## src/hdl/lswc_pkg.sv

```systemverilog
`default_nettype none
// ----------------------------------------------------------------------------
// lswc_pkg
// Shared types and codes for the line segment window clipper: region codes,
// register indexes, clip edges and sequencer states.
// ----------------------------------------------------------------------------
package lswc_pkg;

   // four-bit region code of one endpoint
   typedef logic [3:0] lswc_code_type;

   localparam lswc_code_type CODE_NONE   = 4'b0000;
   localparam lswc_code_type CODE_LEFT   = 4'b0001;
   localparam lswc_code_type CODE_RIGHT  = 4'b0010;
   localparam lswc_code_type CODE_BOTTOM = 4'b0100;
   localparam lswc_code_type CODE_TOP    = 4'b1000;

   // configuration register indexes
   typedef logic [1:0] lswc_csr_type;

   localparam lswc_csr_type CSR_WINDOW_LEFT   = 2'd0;
   localparam lswc_csr_type CSR_WINDOW_BOTTOM = 2'd1;
   localparam lswc_csr_type CSR_WINDOW_RIGHT  = 2'd2;
   localparam lswc_csr_type CSR_WINDOW_TOP    = 2'd3;

   // window edge an endpoint is moved onto
   typedef enum logic [1:0] {
      EDGE_TOP,
      EDGE_BOTTOM,
      EDGE_RIGHT,
      EDGE_LEFT
   } lswc_edge_type;

   // top level sequencer
   typedef enum logic [1:0] {
      ST_IDLE,
      ST_TEST,
      ST_WAIT,
      ST_DONE
   } lswc_state_type;

   // multiply-divide unit sequencer
   typedef enum logic [1:0] {
      MD_IDLE,
      MD_MUL,
      MD_DIV,
      MD_FIN
   } lswc_md_state_type;

endpackage
`default_nettype wire

```

## src/hdl/lswc_muldiv.sv

```systemverilog
`default_nettype none
// ----------------------------------------------------------------------------
// lswc_muldiv
// Iterative signed trunc(a * b / c) with one shared adder: shift-add multiply,
// then restoring division, result clamped to a safe magnitude.
// ----------------------------------------------------------------------------
module lswc_muldiv
   import lswc_pkg::*;
#(
   parameter int COORD_BITS = 16
) (
   input  wire logic                        clock,
   input  wire logic                        reset,
   input  wire logic                        start,
   input  wire logic signed [COORD_BITS:0]  a,
   input  wire logic signed [COORD_BITS:0]  b,
   input  wire logic signed [COORD_BITS:0]  c,
   output logic                             done,
   output logic signed [COORD_BITS+1:0]     result
);

   localparam int N  = COORD_BITS;
   localparam int DW = N + 1;
   localparam int RW = N + 2;
   localparam int PW = 2 * N;
   localparam int CW = $clog2(PW);

   lswc_md_state_type st_ff, st_in;
   logic [PW-1:0]     p_ff, p_in;
   logic [N-1:0]      rem_ff, rem_in;
   logic [N-1:0]      mb_ff, mb_in;
   logic [N-1:0]      mc_ff, mc_in;
   logic              neg_ff, neg_in;
   logic              zero_ff, zero_in;
   logic [CW-1:0]     cnt_ff, cnt_in;

   logic [N-1:0]      ma, mb, mc;
   logic [N:0]        rem_sh;
   logic [N+1:0]      add_a, add_b, add_y;
   logic              add_sub;
   logic              div_ok;
   logic [N:0]        hi_sum;
   logic [N:0]        mag;
   logic [RW-1:0]     mag_ext;

   // operand magnitudes, each below 2^N
   assign ma = a[DW-1] ? (~a[N-1:0] + N'(1)) : a[N-1:0];
   assign mb = b[DW-1] ? (~b[N-1:0] + N'(1)) : b[N-1:0];
   assign mc = c[DW-1] ? (~c[N-1:0] + N'(1)) : c[N-1:0];

   assign rem_sh = {rem_ff, p_ff[PW-1]};

   // the one shared adder
   always_comb begin
      if (st_ff == MD_DIV) begin
         add_a   = {1'b0, rem_sh};
         add_b   = {2'b00, mc_ff};
         add_sub = 1'b1;
      end else begin
         add_a   = {2'b00, p_ff[PW-1:N]};
         add_b   = {2'b00, mb_ff};
         add_sub = 1'b0;
      end
      add_y = add_a + (add_sub ? ~add_b : add_b) + (N+2)'(add_sub);
   end

   assign div_ok = ~add_y[N+1];
   assign hi_sum = p_ff[0] ? add_y[N:0] : {1'b0, p_ff[PW-1:N]};

   // clamp quotient; anything at or above 2^(N+1) saturates downstream anyway
   assign mag     = (|p_ff[PW-1:N+1]) ? {(N+1){1'b1}} : p_ff[N:0];
   assign mag_ext = {1'b0, mag};

   always_comb begin
      st_in   = st_ff;
      p_in    = p_ff;
      rem_in  = rem_ff;
      mb_in   = mb_ff;
      mc_in   = mc_ff;
      neg_in  = neg_ff;
      zero_in = zero_ff;
      cnt_in  = cnt_ff;
      done    = 1'b0;
      result  = '0;
      unique case (st_ff)
         MD_IDLE: begin
            if (start) begin
               p_in    = {{N{1'b0}}, ma};
               mb_in   = mb;
               mc_in   = mc;
               neg_in  = a[DW-1] ^ b[DW-1] ^ c[DW-1];
               zero_in = (mc == '0);
               cnt_in  = '0;
               st_in   = MD_MUL;
            end
         end
         MD_MUL: begin
            p_in = {hi_sum, p_ff[N-1:1]};
            if (cnt_ff == CW'(N - 1)) begin
               cnt_in = '0;
               rem_in = '0;
               st_in  = MD_DIV;
            end else begin
               cnt_in = cnt_ff + CW'(1);
            end
         end
         MD_DIV: begin
            rem_in = div_ok ? add_y[N-1:0] : rem_sh[N-1:0];
            p_in   = {p_ff[PW-2:0], div_ok};
            if (cnt_ff == CW'(PW - 1)) begin
               st_in = MD_FIN;
            end else begin
               cnt_in = cnt_ff + CW'(1);
            end
         end
         MD_FIN: begin
            done = 1'b1;
            if (zero_ff) begin
               result = '0;
            end else if (neg_ff) begin
               result = ~mag_ext + RW'(1);
            end else begin
               result = mag_ext;
            end
            st_in = MD_IDLE;
         end
         default: begin
            st_in = MD_IDLE;
         end
      endcase
   end

   always_ff @(posedge clock) begin
      if (reset) begin
         st_ff <= MD_IDLE;
      end else begin
         st_ff <= st_in;
      end
      p_ff    <= p_in;
      rem_ff  <= rem_in;
      mb_ff   <= mb_in;
      mc_ff   <= mc_in;
      neg_ff  <= neg_in;
      zero_ff <= zero_in;
      cnt_ff  <= cnt_in;
   end

endmodule
`default_nettype wire

```

## src/hdl/line_segment_window_clipper.sv

```systemverilog
`default_nettype none
// clips: each accepted item takes 0 to MAX_PASSES edge clips before its result,
//   which is then written to the output register
// each clip: one region test, then COORD_BITS multiply steps, 2 * COORD_BITS
//   divide steps and a finish step in the shared multiply-divide unit
// throughput: one item at a time; next item taken once the result is in the output register
// reset: synchronous, clears control state and loads the window 100/200/500/400
// ----------------------------------------------------------------------------
// line_segment_window_clipper
// Cohen-Sutherland clipping of one segment against a configurable window,
// intersections computed by an iterative multiply-divide unit.
// ----------------------------------------------------------------------------
module line_segment_window_clipper
   import lswc_pkg::*;
#(
   parameter int COORD_BITS = 16,
   parameter int MAX_PASSES = 8
) (
   input  wire logic                          clock,
   input  wire logic                          reset,
   // configuration writes
   input  wire logic                          csr_we,
   input  wire logic [1:0]                    csr_index,
   input  wire logic [COORD_BITS-1:0]         csr_wdata,
   // segment in
   input  wire logic                          req_valid,
   output logic                               req_ready,
   input  wire logic signed [COORD_BITS-1:0]  req_start_x,
   input  wire logic signed [COORD_BITS-1:0]  req_start_y,
   input  wire logic signed [COORD_BITS-1:0]  req_end_x,
   input  wire logic signed [COORD_BITS-1:0]  req_end_y,
   // clipped segment out
   output logic                               rsp_valid,
   input  wire logic                          rsp_ready,
   output logic                               rsp_accepted,
   output logic                               rsp_pass_overrun,
   output logic signed [COORD_BITS-1:0]       rsp_clipped_start_x,
   output logic signed [COORD_BITS-1:0]       rsp_clipped_start_y,
   output logic signed [COORD_BITS-1:0]       rsp_clipped_end_x,
   output logic signed [COORD_BITS-1:0]       rsp_clipped_end_y
);

   localparam int N   = COORD_BITS;
   localparam int DW  = N + 1;
   localparam int RW  = N + 2;
   localparam int PCW = $clog2(MAX_PASSES + 1);

   // window registers
   logic signed [N-1:0] win_left_ff, win_bottom_ff, win_right_ff, win_top_ff;

   // sequencer and working endpoints
   lswc_state_type      st_ff, st_in;
   logic signed [N-1:0] x1_ff, y1_ff, x2_ff, y2_ff;
   logic signed [N-1:0] x1_in, y1_in, x2_in, y2_in;
   logic [PCW-1:0]      pass_ff, pass_in;
   lswc_edge_type       edge_ff, edge_in;
   logic                first_ff, first_in;
   logic                acc_ff, acc_in;
   logic                over_ff, over_in;

   // result register
   logic                rsp_valid_ff, rsp_valid_in;
   logic                rsp_acc_ff, rsp_acc_in;
   logic                rsp_over_ff, rsp_over_in;
   logic signed [N-1:0] rsp_sx_ff, rsp_sy_ff, rsp_ex_ff, rsp_ey_ff;
   logic signed [N-1:0] rsp_sx_in, rsp_sy_in, rsp_ex_in, rsp_ey_in;

   // region codes and edge choice
   lswc_code_type       code1, code2, code_pick;
   lswc_edge_type       edge_sel;
   logic                sel_vert, cur_vert;

   // multiply-divide unit hookup
   logic                md_start, md_done;
   logic signed [DW-1:0] md_a, md_b, md_c;
   logic signed [RW-1:0] md_result;
   logic signed [DW-1:0] dx, dy;
   logic signed [N-1:0]  sel_edge_val, cur_edge_val;

   // new coordinate after a clip
   logic signed [N-1:0]  base;
   logic [N+2:0]         sat_sum;
   logic                 sat_fits;
   logic signed [N-1:0]  sat_val;
   logic signed [N-1:0]  nx, ny;

   function automatic logic signed [DW-1:0] ext1(input logic signed [N-1:0] v);
      return {v[N-1], v};
   endfunction

   function automatic lswc_code_type region(
      input logic signed [N-1:0] x,
      input logic signed [N-1:0] y,
      input logic signed [N-1:0] lft,
      input logic signed [N-1:0] rgt,
      input logic signed [N-1:0] bot,
      input logic signed [N-1:0] tp
   );
      lswc_code_type c;
      c = CODE_NONE;
      if (x < lft) begin
         c = c | CODE_LEFT;
      end else if (x > rgt) begin
         c = c | CODE_RIGHT;
      end
      if (y < bot) begin
         c = c | CODE_BOTTOM;
      end else if (y > tp) begin
         c = c | CODE_TOP;
      end
      return c;
   endfunction

   // ---------------------------------------------------------------------------
   // configuration
   // ---------------------------------------------------------------------------
   always_ff @(posedge clock) begin
      if (reset) begin
         win_left_ff   <= N'(100);
         win_bottom_ff <= N'(200);
         win_right_ff  <= N'(500);
         win_top_ff    <= N'(400);
      end else if (csr_we) begin
         unique case (csr_index)
            CSR_WINDOW_LEFT:   win_left_ff   <= csr_wdata;
            CSR_WINDOW_BOTTOM: win_bottom_ff <= csr_wdata;
            CSR_WINDOW_RIGHT:  win_right_ff  <= csr_wdata;
            CSR_WINDOW_TOP:    win_top_ff    <= csr_wdata;
            default:           win_left_ff   <= win_left_ff;
         endcase
      end
   end

   // ---------------------------------------------------------------------------
   // region test and edge choice
   // ---------------------------------------------------------------------------
   assign code1 = region(x1_ff, y1_ff, win_left_ff, win_right_ff, win_bottom_ff, win_top_ff);
   assign code2 = region(x2_ff, y2_ff, win_left_ff, win_right_ff, win_bottom_ff, win_top_ff);

   // first endpoint moves if it is outside, else the second one
   assign code_pick = (code1 != CODE_NONE) ? code1 : code2;

   always_comb begin
      priority if ((code_pick & CODE_TOP) != CODE_NONE) begin
         edge_sel = EDGE_TOP;
      end else if ((code_pick & CODE_BOTTOM) != CODE_NONE) begin
         edge_sel = EDGE_BOTTOM;
      end else if ((code_pick & CODE_RIGHT) != CODE_NONE) begin
         edge_sel = EDGE_RIGHT;
      end else begin
         edge_sel = EDGE_LEFT;
      end
   end

   function automatic logic signed [N-1:0] edge_value(
      input lswc_edge_type e,
      input logic signed [N-1:0] lft,
      input logic signed [N-1:0] rgt,
      input logic signed [N-1:0] bot,
      input logic signed [N-1:0] tp
   );
      logic signed [N-1:0] v;
      unique case (e)
         EDGE_TOP:    v = tp;
         EDGE_BOTTOM: v = bot;
         EDGE_RIGHT:  v = rgt;
         EDGE_LEFT:   v = lft;
         default:     v = lft;
      endcase
      return v;
   endfunction

   assign sel_vert     = (edge_sel == EDGE_TOP) || (edge_sel == EDGE_BOTTOM);
   assign cur_vert     = (edge_ff == EDGE_TOP) || (edge_ff == EDGE_BOTTOM);
   assign sel_edge_val = edge_value(edge_sel, win_left_ff, win_right_ff,
                                    win_bottom_ff, win_top_ff);
   assign cur_edge_val = edge_value(edge_ff, win_left_ff, win_right_ff,
                                    win_bottom_ff, win_top_ff);

   // ---------------------------------------------------------------------------
   // operands: top/bottom gives x1 + dx * (edge - y1) / dy,
   // right/left gives y1 + dy * (edge - x1) / dx
   // ---------------------------------------------------------------------------
   assign dx = ext1(x2_ff) - ext1(x1_ff);
   assign dy = ext1(y2_ff) - ext1(y1_ff);

   assign md_a = sel_vert ? dx : dy;
   assign md_c = sel_vert ? dy : dx;
   assign md_b = ext1(sel_edge_val) - (sel_vert ? ext1(y1_ff) : ext1(x1_ff));

   lswc_muldiv #(
      .COORD_BITS (COORD_BITS)
   ) u_muldiv (
      .clock  (clock),
      .reset  (reset),
      .start  (md_start),
      .a      (md_a),
      .b      (md_b),
      .c      (md_c),
      .done   (md_done),
      .result (md_result)
   );

   // base plus quotient, saturated to the coordinate range
   assign base     = cur_vert ? x1_ff : y1_ff;
   assign sat_sum  = {{3{base[N-1]}}, base} + {md_result[RW-1], md_result};
   assign sat_fits = (sat_sum[N+2:N-1] == '0) || (sat_sum[N+2:N-1] == '1);
   assign sat_val  = sat_fits ? sat_sum[N-1:0]
                   : (sat_sum[N+2] ? {1'b1, {(N-1){1'b0}}} : {1'b0, {(N-1){1'b1}}});

   assign nx = cur_vert ? sat_val : cur_edge_val;
   assign ny = cur_vert ? cur_edge_val : sat_val;

   // ---------------------------------------------------------------------------
   // sequencer
   // ---------------------------------------------------------------------------
   always_comb begin
      st_in        = st_ff;
      x1_in        = x1_ff;
      y1_in        = y1_ff;
      x2_in        = x2_ff;
      y2_in        = y2_ff;
      pass_in      = pass_ff;
      edge_in      = edge_ff;
      first_in     = first_ff;
      acc_in       = acc_ff;
      over_in      = over_ff;
      rsp_acc_in   = rsp_acc_ff;
      rsp_over_in  = rsp_over_ff;
      rsp_sx_in    = rsp_sx_ff;
      rsp_sy_in    = rsp_sy_ff;
      rsp_ex_in    = rsp_ex_ff;
      rsp_ey_in    = rsp_ey_ff;
      md_start     = 1'b0;
      req_ready    = 1'b0;

      // item taken downstream
      rsp_valid_in = rsp_valid_ff && !rsp_ready;

      unique case (st_ff)
         ST_IDLE: begin
            req_ready = 1'b1;
            if (req_valid) begin
               x1_in   = req_start_x;
               y1_in   = req_start_y;
               x2_in   = req_end_x;
               y2_in   = req_end_y;
               pass_in = '0;
               st_in   = ST_TEST;
            end
         end
         ST_TEST: begin
            priority if ((code1 == CODE_NONE) && (code2 == CODE_NONE)) begin
               // trivially inside
               acc_in  = 1'b1;
               over_in = 1'b0;
               st_in   = ST_DONE;
            end else if ((code1 & code2) != CODE_NONE) begin
               // both endpoints beyond the same edge
               acc_in  = 1'b0;
               over_in = 1'b0;
               st_in   = ST_DONE;
            end else if (pass_ff == PCW'(MAX_PASSES)) begin
               acc_in  = 1'b0;
               over_in = 1'b1;
               st_in   = ST_DONE;
            end else begin
               md_start = 1'b1;
               edge_in  = edge_sel;
               first_in = (code1 != CODE_NONE);
               st_in    = ST_WAIT;
            end
         end
         ST_WAIT: begin
            if (md_done) begin
               if (first_ff) begin
                  x1_in = nx;
                  y1_in = ny;
               end else begin
                  x2_in = nx;
                  y2_in = ny;
               end
               pass_in = pass_ff + PCW'(1);
               st_in   = ST_TEST;
            end
         end
         ST_DONE: begin
            // wait for a free output register
            if (!rsp_valid_ff || rsp_ready) begin
               rsp_valid_in = 1'b1;
               rsp_acc_in   = acc_ff;
               rsp_over_in  = over_ff;
               rsp_sx_in    = acc_ff ? x1_ff : '0;
               rsp_sy_in    = acc_ff ? y1_ff : '0;
               rsp_ex_in    = acc_ff ? x2_ff : '0;
               rsp_ey_in    = acc_ff ? y2_ff : '0;
               st_in        = ST_IDLE;
            end
         end
         default: begin
            st_in = ST_IDLE;
         end
      endcase
   end

   always_ff @(posedge clock) begin
      if (reset) begin
         st_ff        <= ST_IDLE;
         rsp_valid_ff <= 1'b0;
      end else begin
         st_ff        <= st_in;
         rsp_valid_ff <= rsp_valid_in;
      end
      x1_ff       <= x1_in;
      y1_ff       <= y1_in;
      x2_ff       <= x2_in;
      y2_ff       <= y2_in;
      pass_ff     <= pass_in;
      edge_ff     <= edge_in;
      first_ff    <= first_in;
      acc_ff      <= acc_in;
      over_ff     <= over_in;
      rsp_acc_ff  <= rsp_acc_in;
      rsp_over_ff <= rsp_over_in;
      rsp_sx_ff   <= rsp_sx_in;
      rsp_sy_ff   <= rsp_sy_in;
      rsp_ex_ff   <= rsp_ex_in;
      rsp_ey_ff   <= rsp_ey_in;
   end

   assign rsp_valid           = rsp_valid_ff;
   assign rsp_accepted        = rsp_acc_ff;
   assign rsp_pass_overrun    = rsp_over_ff;
   assign rsp_clipped_start_x = rsp_sx_ff;
   assign rsp_clipped_start_y = rsp_sy_ff;
   assign rsp_clipped_end_x   = rsp_ex_ff;
   assign rsp_clipped_end_y   = rsp_ey_ff;

   // ---------------------------------------------------------------------------
   // checks
   // ---------------------------------------------------------------------------
`ifndef SYNTHESIS
   a_accept_starts_test: assert property (@(posedge clock) disable iff (reset)
      (req_valid && req_ready) |=> (st_ff == ST_TEST))
      else $error("accepted item did not start the region test");

   a_done_only_waiting: assert property (@(posedge clock) disable iff (reset)
      md_done |-> (st_ff == ST_WAIT))
      else $error("multiply-divide finished outside the wait state");

   a_overrun_is_reject: assert property (@(posedge clock) disable iff (reset)
      (rsp_valid && rsp_pass_overrun) |-> !rsp_accepted)
      else $error("pass overrun flagged on an accepted segment");

   a_reject_zero: assert property (@(posedge clock) disable iff (reset)
      (rsp_valid && !rsp_accepted) |-> ((rsp_clipped_start_x == '0) &&
         (rsp_clipped_start_y == '0) && (rsp_clipped_end_x == '0) &&
         (rsp_clipped_end_y == '0)))
      else $error("rejected segment carries nonzero endpoints");

   a_pass_bound: assert property (@(posedge clock) disable iff (reset)
      (st_ff == ST_WAIT) |-> (pass_ff < PCW'(MAX_PASSES)))
      else $error("clip started beyond the pass limit");
`endif

endmodule
`default_nettype wire
```

## config.mk

```make
export PLATFORM = sky130hd
export DESIGN_NAME = line_segment_window_clipper
export DESIGN_NICKNAME = d
export VERILOG_FILES = /design/src/hdl/lswc_pkg.sv /design/src/hdl/lswc_muldiv.sv /design/src/hdl/line_segment_window_clipper.sv
export SDC_FILE = /design/constraint.sdc
export NUM_CORES = 1
export LEC_CHECK = 0
export BUFFER_PORTS_ARGS = -buffer_cell sky130_fd_sc_hd__buf_2
export CORE_UTILIZATION = 40
export CTS_BUF_LIST = sky130_fd_sc_hd__clkbuf_4
export CTS_CLUSTER_DIAMETER = 120
export DETAILED_ROUTE_END_ITERATION = 8
export HOLD_SLACK_MARGIN = 0.02
export PLACE_DENSITY = 0.56
export REMOVE_ABC_BUFFERS = 1
export SLEW_MARGIN = 20
export SYNTH_ARGS = -nofsm -noshare
export SYNTH_HDL_FRONTEND = slang
export SYNTH_SLANG_ARGS = --single-unit
```

## constraint.sdc

```tcl
create_clock -name clock -period 5.8 [get_ports clock]
set_input_delay 0.29 -clock clock [delete_from_list [all_inputs] [get_ports clock]]
set_output_delay 0.29 -clock clock [all_outputs]
set_load 0.05 [all_outputs]
```

Word-level counts from Yosys, hierarchy flattened
Index checks and enable logic that the tools add are counted.
{"block": "word_totals", "ff_bits": 295}
{"block": "op_classes", "add_sub_neg": 12, "order_cmp": 8, "eq_ne": 28, "n_mux": 84, "bitwise": 12, "reduce_logical": 41}
{"operator": "2-to-1 mux 16 bit", "n": 23}
{"operator": "case mux 16 bit (2 select lines)", "n": 5}
{"operator": "case mux 16 bit (4 select lines)", "n": 2}
{"operator": "2-to-1 mux 17 bit", "n": 6}
{"operator": "case mux 32 bit (3 select lines)", "n": 1}
{"operator": "2-to-1 mux 18 bit", "n": 4}
{"operator": "greater-than comparator 16 bit", "n": 4}
{"operator": "less-than comparator 16 bit", "n": 4}
{"operator": "adder 16 x 1 -> 16 bit, second input constant", "n": 3}
{"operator": "inverter 16 bit", "n": 3}
{"operator": "subtractor 16 x 16 -> 17 bit", "n": 2}
{"operator": "2-to-1 mux 32 bit", "n": 1}
{"operator": "2-to-1 mux 4 bit", "n": 7}
{"operator": "2-to-1 mux 2 bit", "n": 12}
{"operator": "equality test 2 bit, second input constant", "n": 10}
{"operator": "adder 16 x 18 -> 19 bit", "n": 1}
{"operator": "adder 17 x 18 -> 18 bit", "n": 1}
{"operator": "adder 18 x 1 -> 18 bit", "n": 1}
{"operator": "adder 18 x 1 -> 18 bit, second input constant", "n": 1}
{"operator": "inverter 16 -> 18 bit", "n": 1}
{"operator": "inverter 17 -> 18 bit", "n": 1}
{"operator": "AND reduction 2 bit", "n": 9}
{"operator": "subtractor 16 x 17 -> 17 bit", "n": 1}
{"operator": "logical NOT 16 bit", "n": 1}
{"operator": "other kinds (28)", "n": 81}

Depth between registers and ports, before layout
Gate-level depths: netlist of the first run.
{"block": "depth", "depth_word": 18, "depth_mapped": 29, "ltp_nobuf": 28}

Hierarchy
Synthesis of the first run repeated with hierarchy kept, for this count alone.
{"block": "hier_totals", "cells_unflattened": 2570, "area_unflattened_um2": 22629.2}
{"mod": "line_segment_window_clipper", "n_inst": 1, "cells_each": 1846, "area_each_um2": 16075.4, "seq_area_each_um2": 5515.3}
{"mod": "lswc_muldiv", "n_inst": 1, "cells_each": 724, "area_each_um2": 6553.8, "seq_area_each_um2": 2652.5}

Worst setup path before layout of the first run
OpenSTA, ideal clock, no wires.
{"block": "synth_timing", "path_kind": "register -> register", "startpoint": "register y1_ff[15]", "endpoint": "register u_muldiv.mb_ff[15], data pin", "setup_time_ns": 0.262, "arrival_time_ns": 6.025, "setup_slack_ns": -0.487, "path_stages_with_launch": 27, "cell_sequence": "edfxtp_1 -> ha_1 -> nand4_1 -> or4_1 -> or3_1 -> o21ai_2 -> nor2_2 -> nor2b_4 -> nand3_1 -> o21ai_1 -> clkbuf_1 -> nand2_1 -> a31o_2 -> ha_1 -> fa_1 -> nand2b_1 -> a21oi_1 -> o21ai_0 -> a211o_1 -> a31oi_1 -> a21o_1 -> a21oi_1 -> xnor2_1 -> nor4b_1 -> mux2_2 -> a21oi_1 -> xor2_1"}
{"block": "synth_via", "elab_chain_cells": 15, "word_cells_on_any_way": 20, "classes_between": "2 x add/sub; 2 x order compare; 3 x eq/ne; 9 x mux; 1 x bitwise; 3 x reduce/logical"}
{"element": "from (decl)", "line": "line_segment_window_clipper.sv:53", "rtl": "logic signed [N-1:0] x1_ff, y1_ff, x2_ff, y2_ff;"}
{"element": "from (signal assigned)", "line": "line_segment_window_clipper.sv:315", "rtl": "y1_ff <= y1_in;"}
{"element": "branches (longest 11 deep; another with greater-than comparator 16 bit)"}
{"element": "subtractor 16 x 17 -> 17 bit (*)", "line": "line_segment_window_clipper.sv:189", "rtl": "assign md_b = ext1(sel_edge_val) - (sel_vert ? ext1(y1_ff) : ext1(x1_ff));"}
{"element": "inverter 16 bit", "line": "lswc_muldiv.sv:48", "rtl": "assign mb = b[DW-1] ? (~b[N-1:0] + N'(1)) : b[N-1:0];"}
{"element": "adder 16 x 1 -> 16 bit", "line": "lswc_muldiv.sv:48"}
{"element": "2-to-1 mux 16 bit (*)", "line": "lswc_muldiv.sv:48"}
{"element": "via u_muldiv.mb[15]", "line": "lswc_muldiv.sv:37", "rtl": "logic [N-1:0] ma, mb, mc;"}
{"element": "to (signal assigned)", "line": "lswc_muldiv.sv:141", "rtl": "mb_ff <= mb_in;"}
{"element": "to (decl)", "line": "lswc_muldiv.sv:31", "rtl": "logic [N-1:0] mb_ff, mb_in;"}
Mark *: on every way through the listed nets, which the timed path passes.
A chain may end at the register's enable or synchronous reset.

Final worst setup path of the first run
Same ends and word-level chain as after synthesis.

==> results.md, run 1 <==
- Pleak: 12.8 nW
- Footprint of the multi-input gates: ~14000 µm²
- Starting Density: about two fifths
- Worst Setup End Kind: flip-flop
- RePlAce Congestion: roughly 0.95
- Top cell type's share of synthesized area: between 30% and 40%
- Crit path launch type: flip-flop
- Total GRT Usage: between 30% and 40%
- WS Path Type: reg2reg
- Row count: 86
- Distinct cell type count after synthesis: 91
- Number of CTS-inserted buffers: between 80 and 90
- Final hold slack: 0.142 ns
- Share of post-route cells with drive strength above 1: roughly 27%
- TNS Setup: -0.303 ns
- Largest Register: u_muldiv.p_ff
- Design Area, Final: ~30000 µm²
- First-pass GRT wire length: approximately 130 mm
- Data arrival, critical path: 6.60 ns
- Final Util: a little over half
- CTS tree: done
- Mapped Cells: approximately 2500
- Die Span X: 239 µm
- 1st-iter DRT viols: between 1000 and 1500
- Max_cap viols: 0
- DIE HEIGHT: ~240 µm
- Ports: between 150 and 200
- Failing checks: design-rule violations, negative setup slack
- Vias after detailed routing: 22100
- Nets: about 3500
- Root Driver: clkbuf_4
- Count of final hold-check violations: 0
- Max FFs per register: 32
- Cell area after synthesis: around 23000 µm²
- Slew HR: 28.7%
- Via/cell ratio: 5.53
- Worst endpoint required time: between 6 and 7 ns
- Final setup margin: -0.172 ns
- Worst min-delay path category: in2reg
- Clk buf depth: 3
- Port buffer count: roughly 150
- Vias in the first global route: between 20000 and 25000
- Sequential standard cell area: 8170 µm²
- Number of synthesized flops with an enable pin: ~230
- Largest net degree at the start of global routing: 70
- Routed WL per cell: 22.2 µm
- Post-Place Setup Slack: -0.559 ns
- CTS sink cnt: 295
- P&R area growth vs syn: 32.1%
- Crit share post-route: 103%
- PwrDens: 418 nW/µm²
- Min Tclk post-route: 5.97 ns
- Grt total ovfl: 0
- Worst clock skew: 0.0725 ns
- Register area share after synthesis: a little over a third
- Dominant cell type by area after synthesis: edfxtp_1
- Asr flop ratio synth: 0%
- FMAX: 167 MHz
- Yosys reg bits: a little under 300
- Worst R2R Path Depth: 27
- Yosys warning count: 0
- RSZ-0062 raised after global routing: yes
- WHS Path Cells: 4
- Layout fillers: just over 5000
- Final ANT Viol Nets: 0
- Avg Inst Size Synth: 8.97 µm²
- Die area: approximately 57000 µm²
- DP Area: roughly 27000 µm²
- DP Wirelength: ~68 mm
- Core area: between 50000 and 60000 µm²
- Status: finished, violations left
- Antenna violations before repair: 2
- Top_reg_cell synth: edfxtp_1
- Worst-path clk slew: 0.08 ns
- Pre-antenna DRT Iters: 9
- Synth area leaders: edfxtp_1, ha_1, dfxtp_1
- DRC Markers: 1
- Slew Viols, Final: 0
- Final setup violation count: 4
- Worst-Margin Slew: ~1.1 ns
- H-Tree Level Count: 3
- Worst vdd ir: between 0.0002 and 0.00025 V
- Worst-Skew Late Latency: around 0.93 ns
- Routed WL: about 88 mm
- Worst-path fanout max: 2
[synthesized netlist by cell type, types with 24 or more instances]
cell type and count:
a21o_1 62, nand3_1 52, xnor2_1 75, nand2_1 257, mux2_2 30, and2_1 73
mux2i_1 53, dfxtp_1 69, nor3_1 53, a21oi_1 249, clkbuf_1 80, inv_1 142
xor2_1 49, a31oi_1 24, ha_1 221, edfxtp_1 226, nand2b_1 30, nor2_1 236
nor2b_1 41, o21ai_0 95
[path summary, 6_finish.rpt]
kind | startpoint | to | slack, ns
min | req_valid | pass_ff[0] | 0.14
max reg2reg | y1_ff[15] | u_muldiv.mb_ff[15] | -0.17
min reg2reg | over_ff | rsp_pass_overrun | 0.44
max | y1_ff[15] | u_muldiv.mb_ff[15] | -0.17
[routing by layer]
| metal | track usage (%) | part of all wire, % |
|---|---|---|
| met1 | 37.5 | 41 |
| met5 | 0 | 0 |
| met3 | 4.53 | 5.4 |
| met2 | 52.9 | 49 |
| met4 | 13.2 | 4.5 |
[metrics by stage]
step                      power, mW  cells
after floorplan                6.95   2410
after global placement         9.44   3705
after detailed placement       9.53   3705
final                          12.5   3991
after CTS                      12.1   3975
after global routing           13.2   3991
[area by class of cell]
class,instances,area share (%)
Clock inverter,44,0.861
Clock buffer,117,2.95
Multi-Input combinational cell,1972,47.2
Tap cell,748,3.14
Inverter,143,1.81
Sequential cell,295,27.4
Antenna cell,5,0.0420
Timing Repair Buffer,667,16.6
[worst max-delay path, stage by stage (launching register included)]
cell and delay (ns):
edfxtp_1 0.43, ha_4 0.30, nand4_1 0.14, or4_4 0.56, or3_1 0.34, o21ai_2 0.09
nor2_2 0.07, nor2b_4 0.13, nand3_2 0.06, o21a_1 0.22, nand2b_4 0.15, nor2_4 0.11
a22oi_1 0.10, a31o_2 0.25, ha_2 0.19, fa_2 0.34, nand2b_4 0.15, a21oi_4 0.14
o21ai_2 0.08, a211o_1 0.32, a31oi_2 0.22, a21o_1 0.17, a21oi_2 0.08, xnor2_2 0.16
nor4b_2 0.29, mux2_2 0.38, a21oi_2 0.13, xor2_1 0.09
[repair_timing]
item,4_1_cts,5_1_grt
pin swaps,28,46
resized for setup,59,73
setup buffers,20,9
endpoints found under the hold margin,147,0
cloned,0,1
hold buffers,89,0
setup endpoints to repair,18,77
[cells in the final DEF (no fill, tap or decap), types with 13 or more instances in the layout]
cell type	instances
a211o_1	22
a211oi_1	19
a21o_1	62
a21oi_1	234
a221o_1	19
a221oi_1	17
a222oi_1	14
a22oi_1	13
a31oi_1	20
and2_1	72
and3_1	23
buf_2	154
buf_4	404
buf_6	17
clkbuf_4	117
clkinv_1	27
dfxtp_1	67
dlygate4sd3_1	89
edfxtp_1	226
ha_1	210
inv_1	141
mux2_2	30
mux2i_1	52
nand2_1	254
nand2b_1	27
nand3_1	47
nand4_1	22
nor2_1	225
nor2b_1	38
nor3_1	47
o21a_1	23
o21ai_0	89
xnor2_1	69
xor2_1	47
[kinds of logic after synthesis]
group | share of synthesized area (%)
flops | 36.2
buf+inv | 4.21
mux | 3.85
compound gates | 19.7
fa+ha+maj | 12.7
xor+xnor | 4.82
simple gates | 18.5
[power breakdown]
part	leakage [nW]	switching (mW)	total, mW	internal (mW)
clock	0.662	1.06	2.10	1.04
sequential	2.67	0.257	3.08	2.82
combinational	9.47	4.11	7.28	3.17
(Power assumes the default switching activity.)
==> run 2: changes to the inputs <==
Settings changed: ABC_AREA set to 1.
==> run 2 against run 1 <==
The flow now finishes without violations. Setup slack gained 0.46 ns. Final cell count is 7.3% higher. Wire length shrank 8.5%. Critical path depth increased by 17. Clock skew about the same. Largest cell class unchanged.
==> results.md, run 2 <==
- Max incr delay on CP: 0.32 ns (-0.24 ns)
- Min Tclk post-route: 5.52 ns (-0.455 ns)
- Largest Register: u_muldiv.p_ff
- CP max-delay cell: dfxtp_1
- P&R area growth vs syn: 23.9%
- Commonest non-fill, non-tap cell in the layout: nand2_1
- Row count: 86 (unchanged)
- WS Path Type: reg2reg
- Status: finished, final reports clean
- DRC Markers: 0 (-1)
- Grt total ovfl: 0 (unchanged)
- Die area: 57700 µm² (+0.56%)
- Final setup violation count: 0 (-4)
- Starting Density: 40.9% (+0.15 points)
- Post-Place Setup Slack: -0.339 ns (+0.220 ns)
- Data arrival, critical path: 6.05 ns (-0.55 ns)
- H-Tree Level Count: 3 (unchanged)
- Crit path launch type: flip-flop
- Crit share post-route: 95.1% (-7.8 points)
- Worst Setup End Kind: flip-flop
- Core area: 55500 µm² (+0.19%)
- Final setup margin: 0.283 ns (+0.455 ns)
- RSZ-0062 raised after global routing: yes
- Worst clock skew: 0.0722 ns (-0.000284 ns)
- Share of post-route cells with drive strength above 1: 18.5% (-8.8 points)
- Worst-Skew Late Latency: 0.85 ns (-0.08 ns)
- Largest net degree at the start of global routing: 67 (-4.3%)
- Vias after detailed routing: 22300 (+1.1%)
- FMAX: 181 MHz (+8.3%)
- Antenna violations before repair: 1 (-1)
- Nets: 3773 (+8.5%)
- Met1 usage: 35.1% (-2.4 points)
- Via/cell ratio: 5.21 (-5.8%)
- CTS tree: done
- Slew HR: 31.5% (+2.8 points)
- Asr flop ratio synth: 0% (unchanged)
- Worst-path fanout max: 5 (+3)
- Global Route met2 Usage: 48.9% (-4.0 points)
- RR Startpoint: win_top_ff[11]
- Avg Inst Size Synth: 7.49 µm² (-17%)
- Ports: 155 (unchanged)
- Max_cap viols: 0 (unchanged)
- First-pass GRT wire length: 122 mm (-6.1%)
- Total GRT Usage: 28.1% (-2.5 points)
- Worst-Margin Slew: 1.03 ns (-0.0373 ns)
- Number of CTS-inserted buffers: 88 (+1.1%)
- Clk buf depth: 3 (unchanged)
- Most frequent CP cell: nand2_1
- Routed WL per cell: 18.9 µm (-15%)
- Register area share after synthesis: 36.0% (-0.21 points)
- Distinct cell type count after synthesis: 60 (-34%)
- Top cell type's share of synthesized area: 29.9% (-0.17 points)
- Worst endpoint required time: 6.33 ns (-0.10 ns)
- Max FFs per register: 32 (unchanged)
- Routed WL: 81.0 mm (-8.5%)
- Synth area leaders: edfxtp_1, nand2_1, ha_1
- Die Span X: 240 µm (+0.28%)
- Worst min-delay path category: in2reg
- Crit path launch: win_top_ff[11]
- Top_reg_cell synth: edfxtp_1
- Mapped Cells: 3028 (+20%)
- RePlAce Congestion: 0.977 (+2.6%)
- Yosys reg bits: 295 (unchanged)
- DIE HEIGHT: 240 µm (+0.28%)
- Layout fillers: 5556 (+7.9%)
- Worst hold start: req_start_x[4]
- Number of synthesized flops with an enable pin: 226 (unchanged)
- DP Wirelength: 63.0 mm (-7.1%)
- Synth top cells by count: nand2_1, inv_1, a21oi_1, o21ai_0, edfxtp_1
- Port buffer count: 154 (unchanged)
- Yosys warning count: 0 (unchanged)
- Count of final hold-check violations: 0 (unchanged)
- CTS sink cnt: 295 (unchanged)
- Slew Viols, Final: 0 (unchanged)
- 1st-iter DRT viols: 1616 (+8.4%)
- Dominant cell type by area after synthesis: edfxtp_1
- Worst-path clk slew: 0.06 ns (-0.02 ns)
- Final ANT Viol Nets: 0 (unchanged)
- Pre-antenna DRT Iters: 5 (-4)
- Vias in the first global route: 21700 (-1.3%)
- Count leader, synth: nand2_1
- Highest-count cells in the layout ignoring fill and taps: nand2_1, inv_1, o21ai_0
- Cell area after synthesis: 22700 µm² (+0.57%)
- Top Usage Layer GRT: met2
- Root Driver: clkbuf_4
- M3 GR Usage: 4.02% (-0.51 points)
[run 2: area by class of cell]
type | instances | area [µm²] | share of cell area, %
Multi-Input combinational cell | 2200 | 13000 | 46.1
Sequential cell | 295 | 8180 | 29.1
Timing Repair Buffer | 444 | 3220 | 11.5
Inverter | 431 | 1620 | 5.77
Clock buffer | 126 | 946 | 3.37
Tap cell | 748 | 936 | 3.33
Clock inverter | 38 | 241 | 0.859
Antenna cell | 2 | 5.00 | 0.0178
[run 2: kinds of logic after synthesis]
logic type | synth area share (%)
XOR/XNOR | 3.82
buffers and inverters | 9.28
flip-flops | 36.0
AO/OA/AOI/OAI | 16.0
adder cells (fa/ha/maj) | 12.6
AND/OR/NAND/NOR | 22.3
[run 2: worst max-delay path, delay by kind of cell (launching register included)]
| kind | cells | cell delay [ns] |
|---|---|---|
| xor+xnor | 1 | 0.17 |
| simple gates | 24 | 2.19 |
| fa+ha+maj | 2 | 0.55 |
| compound gates | 7 | 0.89 |
| flops | 1 | 0.32 |
| buf+inv | 10 | 1.08 |
[run 2: final timing paths]
path	endpoint	slack, ns	cells past startpoint
max	u_muldiv.mb_ff[15]	0.28	44
min	x1_ff[4]	0.25	4
max reg2reg	u_muldiv.mb_ff[15]	0.28	44
min reg2reg	rsp_pass_overrun	0.43	0
[run 2: per-stage QoR]
stage | utilization (%) | hold slack, ns | std cells | setup TNS (ns) | area (µm²)
floorplan | - | 0.359 | 2926 | -2.92 | 22200
global placement | 45.4 | 0.429 | 3996 | -2.29 | 25200
detailed placement | 45.4 | 0.453 | 3996 | -2.65 | 25200
CTS | 49.4 | 0.159 | 4261 | 0 | 27400
global route | 50.6 | 0.209 | 4284 | -0.292 | 28100
finish | 50.6 | 0.247 | 4284 | 0 | 28100
[run 2: routing by layer]
layer	routed length (µm)	vias up
met5	0	-
met4	2310	0
met3	4470	124
met2	39700	704
met1	34500	10500
li1	-	11000
[run 2: repair_timing]
action | CTS | global route
endpoints found under the hold margin | 135 | 0
hold buffers | 100 | 0
endpoints found under the setup margin | 16 | 76
buffers inserted | 1 | 21
resized for setup | 9 | 115
cloned | 0 | 0
pin swaps | 1 | 35
Power of run 2 is not shown: default switching activity piles up to over one toggle a cycle in this logic, so the estimate is an artifact.
==> run 3: changes to the inputs <==
Settings changed: CTS_CLUSTER_DIAMETER 120 to 30, RECOVER_POWER set to 50.
==> run 3 against run 2 <==
The flow now finishes with violations (max-capacitance violations, max-slew violations). Utilization is essentially flat. Clock skew grew 0.0097 ns. Sequential share of layout area is essentially flat. Global-route usage is essentially flat. Critical path type unchanged.
==> results.md, run 3 (synthesis gave the netlist of run 2 again) <==
- Status: finished, violations left
- Failing checks: max-capacitance violations, max-slew violations
- Count of final hold-check violations: 0 (unchanged)
- Final Util: 50.6% (about the same)
- CP max-delay cell: edfxtp_1
- Largest net degree at the start of global routing: 67 (unchanged)
- Grt total ovfl: 0 (unchanged)
- Total GRT Usage: 28.1% (about the same)
- WS Path Type: reg2reg
- Final setup violation count: 0 (unchanged)
- Most frequent CP cell: nand2_1
- FMAX: 181 MHz (about the same)
- Antenna violations before repair: 2 (+1)
- Data arrival, critical path: 6.06 ns (about the same)
- DP Wirelength: 63.0 mm (unchanged)
- Final ANT Viol Nets: 0 (unchanged)
- Worst clock skew: 0.0819 ns (+0.00967 ns)
- Starting Density: 40.9% (unchanged)
- Crit share post-route: 95.1% (about the same)
- Clk buf depth: 3 (unchanged)
- Via/cell ratio: 5.23 (+0.39%)
- Slew HR: -182% (-210 points)
- Buf+Inv Stages, Crit Path: 5 (-5)
- Highest-count cells in the layout ignoring fill and taps: nand2_1, inv_1, o21ai_0, a21oi_1, edfxtp_1
- Worst hold start: req_start_x[3]
- Ports: 155 (unchanged)
- P&R area growth vs syn: 23.8% (about the same)
- H-Tree Level Count: 3 (unchanged)
- Largest Register: u_muldiv.p_ff
- Worst min-delay path category: in2reg
- Worst Setup End Kind: flip-flop
- Core area: 55500 µm² (unchanged)
- Max incr delay on CP: 0.41 ns (+0.09 ns)
- Commonest non-fill, non-tap cell in the layout: nand2_1
- Crit path launch type: flip-flop
- RSZ-0062 raised after global routing: yes
- Worst endpoint required time: 6.34 ns (about the same)
- DRC Markers: 0 (unchanged)
- Share of post-route cells with drive strength above 1: 16.6% (-1.9 points)
- Reg2reg setup slack: 0.28 ns (about the same)
- Root Driver: clkbuf_4
- First-pass GRT wire length: 123 mm (+0.16%)
- Vias in the first global route: 21800 (+0.48%)
- RePlAce Congestion: 0.977 (unchanged)
- Slew Viols, Final: 133 (+133)
- Number of CTS-inserted buffers: 93 (+5.7%)
- Routed WL per cell: 18.9 µm (about the same)
- Worst-Margin Slew: 4.23 ns (+3.20 ns)
- Routed WL: 81.1 mm (+0.20%)
- WHS Path Cells: 4 (unchanged)
- RR Startpoint: x2_ff[1]
- Hold endpoint: x1_ff[3]
- Row count: 86 (unchanged)
- Vias after detailed routing: 22400 (+0.51%)
- Min Tclk post-route: 5.52 ns (+0.00151 ns)
- Max FFs per register: 32 (unchanged)
- Stages on the worst setup path: 38 (-14%)
- Critical path's top delay family: simple AND/OR/NAND/NOR gates
- Worst-path fanout max: 14 (+9)
- CTS sink cnt: 295 (unchanged)
- Die area: 57700 µm² (unchanged)
- Layout fillers: 5546 (-0.18%)
- Max_cap viols: 2 (+2)
- 1st-iter DRT viols: 1696 (+5.0%)
- Reg-to-reg endpoint: u_muldiv.mb_ff[13]
- Worst-Skew Late Latency: 0.87 ns (+0.02 ns)
- DIE HEIGHT: 240 µm (unchanged)
- Pre-antenna DRT Iters: 8 (+3)
- Worst-path clk slew: 0.06 ns (about the same)
- Worst R2R Path Depth: 38 (-14%)
- Die Span X: 240 µm (unchanged)
- Port buffer count: 154 (unchanged)
- CTS tree: done
- Nets: 3780 (+0.19%)
-- run 3: area by class of cell --
| class | count | area (µm²) | share of cell area, % |
|---|---|---|---|
| well taps | 748 | 936 | 3.33 |
| multi-input cells | 2200 | 13000 | 46.2 |
| repair buffers | 446 | 3140 | 11.2 |
| clock buffers | 120 | 901 | 3.21 |
| flip-flops and latches | 295 | 8170 | 29.1 |
| clock inverters | 47 | 322 | 1.15 |
| inverters | 431 | 1620 | 5.78 |
| diodes | 2 | 5.00 | 0.0178 |
-- run 3: metal layers --
layer,wire length [µm],track usage (%)
met1,34300,34.9
met3,4560,4.10
met5,13,0
met4,2610,10.4
met2,39700,48.9
-- run 3: timing repair --
action                     4_1_cts  5_1_grt
setup endpoints to repair       16       76
gates resized for setup         10      112
hold buffers                   100        0
pin swaps                        1       40
setup buffers                    1       23
hold endpoints to repair       135        0
-- run 3: stage by stage --
stage | hold slack [ns] | cell area, µm² | std cells | setup WS [ns] | setup TNS [ns]
6_report | 0.225 | 28100 | 4289 | 0.282 | 0
5_1_grt | 0.216 | 28100 | 4289 | -0.111 | -0.972
4_1_cts | 0.140 | 27500 | 4264 | 0.00222 | 0
3_5_place_dp | 0.453 | 25200 | 3996 | -0.339 | -2.65
3_3_place_gp | 0.429 | 25200 | 3996 | -0.319 | -2.29
2_1_floorplan | 0.359 | 22200 | 2926 | -0.442 | -2.92
-- run 3: how the worst max path moves through the flow --
stage                   start                  to  slack [ns]
finish               x2_ff[1]  u_muldiv.mb_ff[13]        0.28
global placement    x2_ff[11]  u_muldiv.mb_ff[15]       -0.32
detailed placement  y1_ff[15]  u_muldiv.mb_ff[15]       -0.34
global route         x2_ff[1]  u_muldiv.mb_ff[10]       -0.11
floorplan           y1_ff[13]   u_muldiv.mb_ff[9]       -0.44
CTS                  x2_ff[1]   u_muldiv.mb_ff[9]       0.002
-- run 3: worst register-to-register path, delay by kind of cell, from the launching register on --
| family | cells | cell delay (ns) |
|---|---|---|
| and+or+nand+nor | 18 | 1.65 |
| AOI/OAI and AO/OA | 10 | 1.44 |
| adders and majority gates | 3 | 0.81 |
| buffers and inverters | 5 | 0.57 |
| DFF | 1 | 0.41 |
| xor gates and xnor gates | 2 | 0.29 |
Power of run 3 is left out for the same reason.
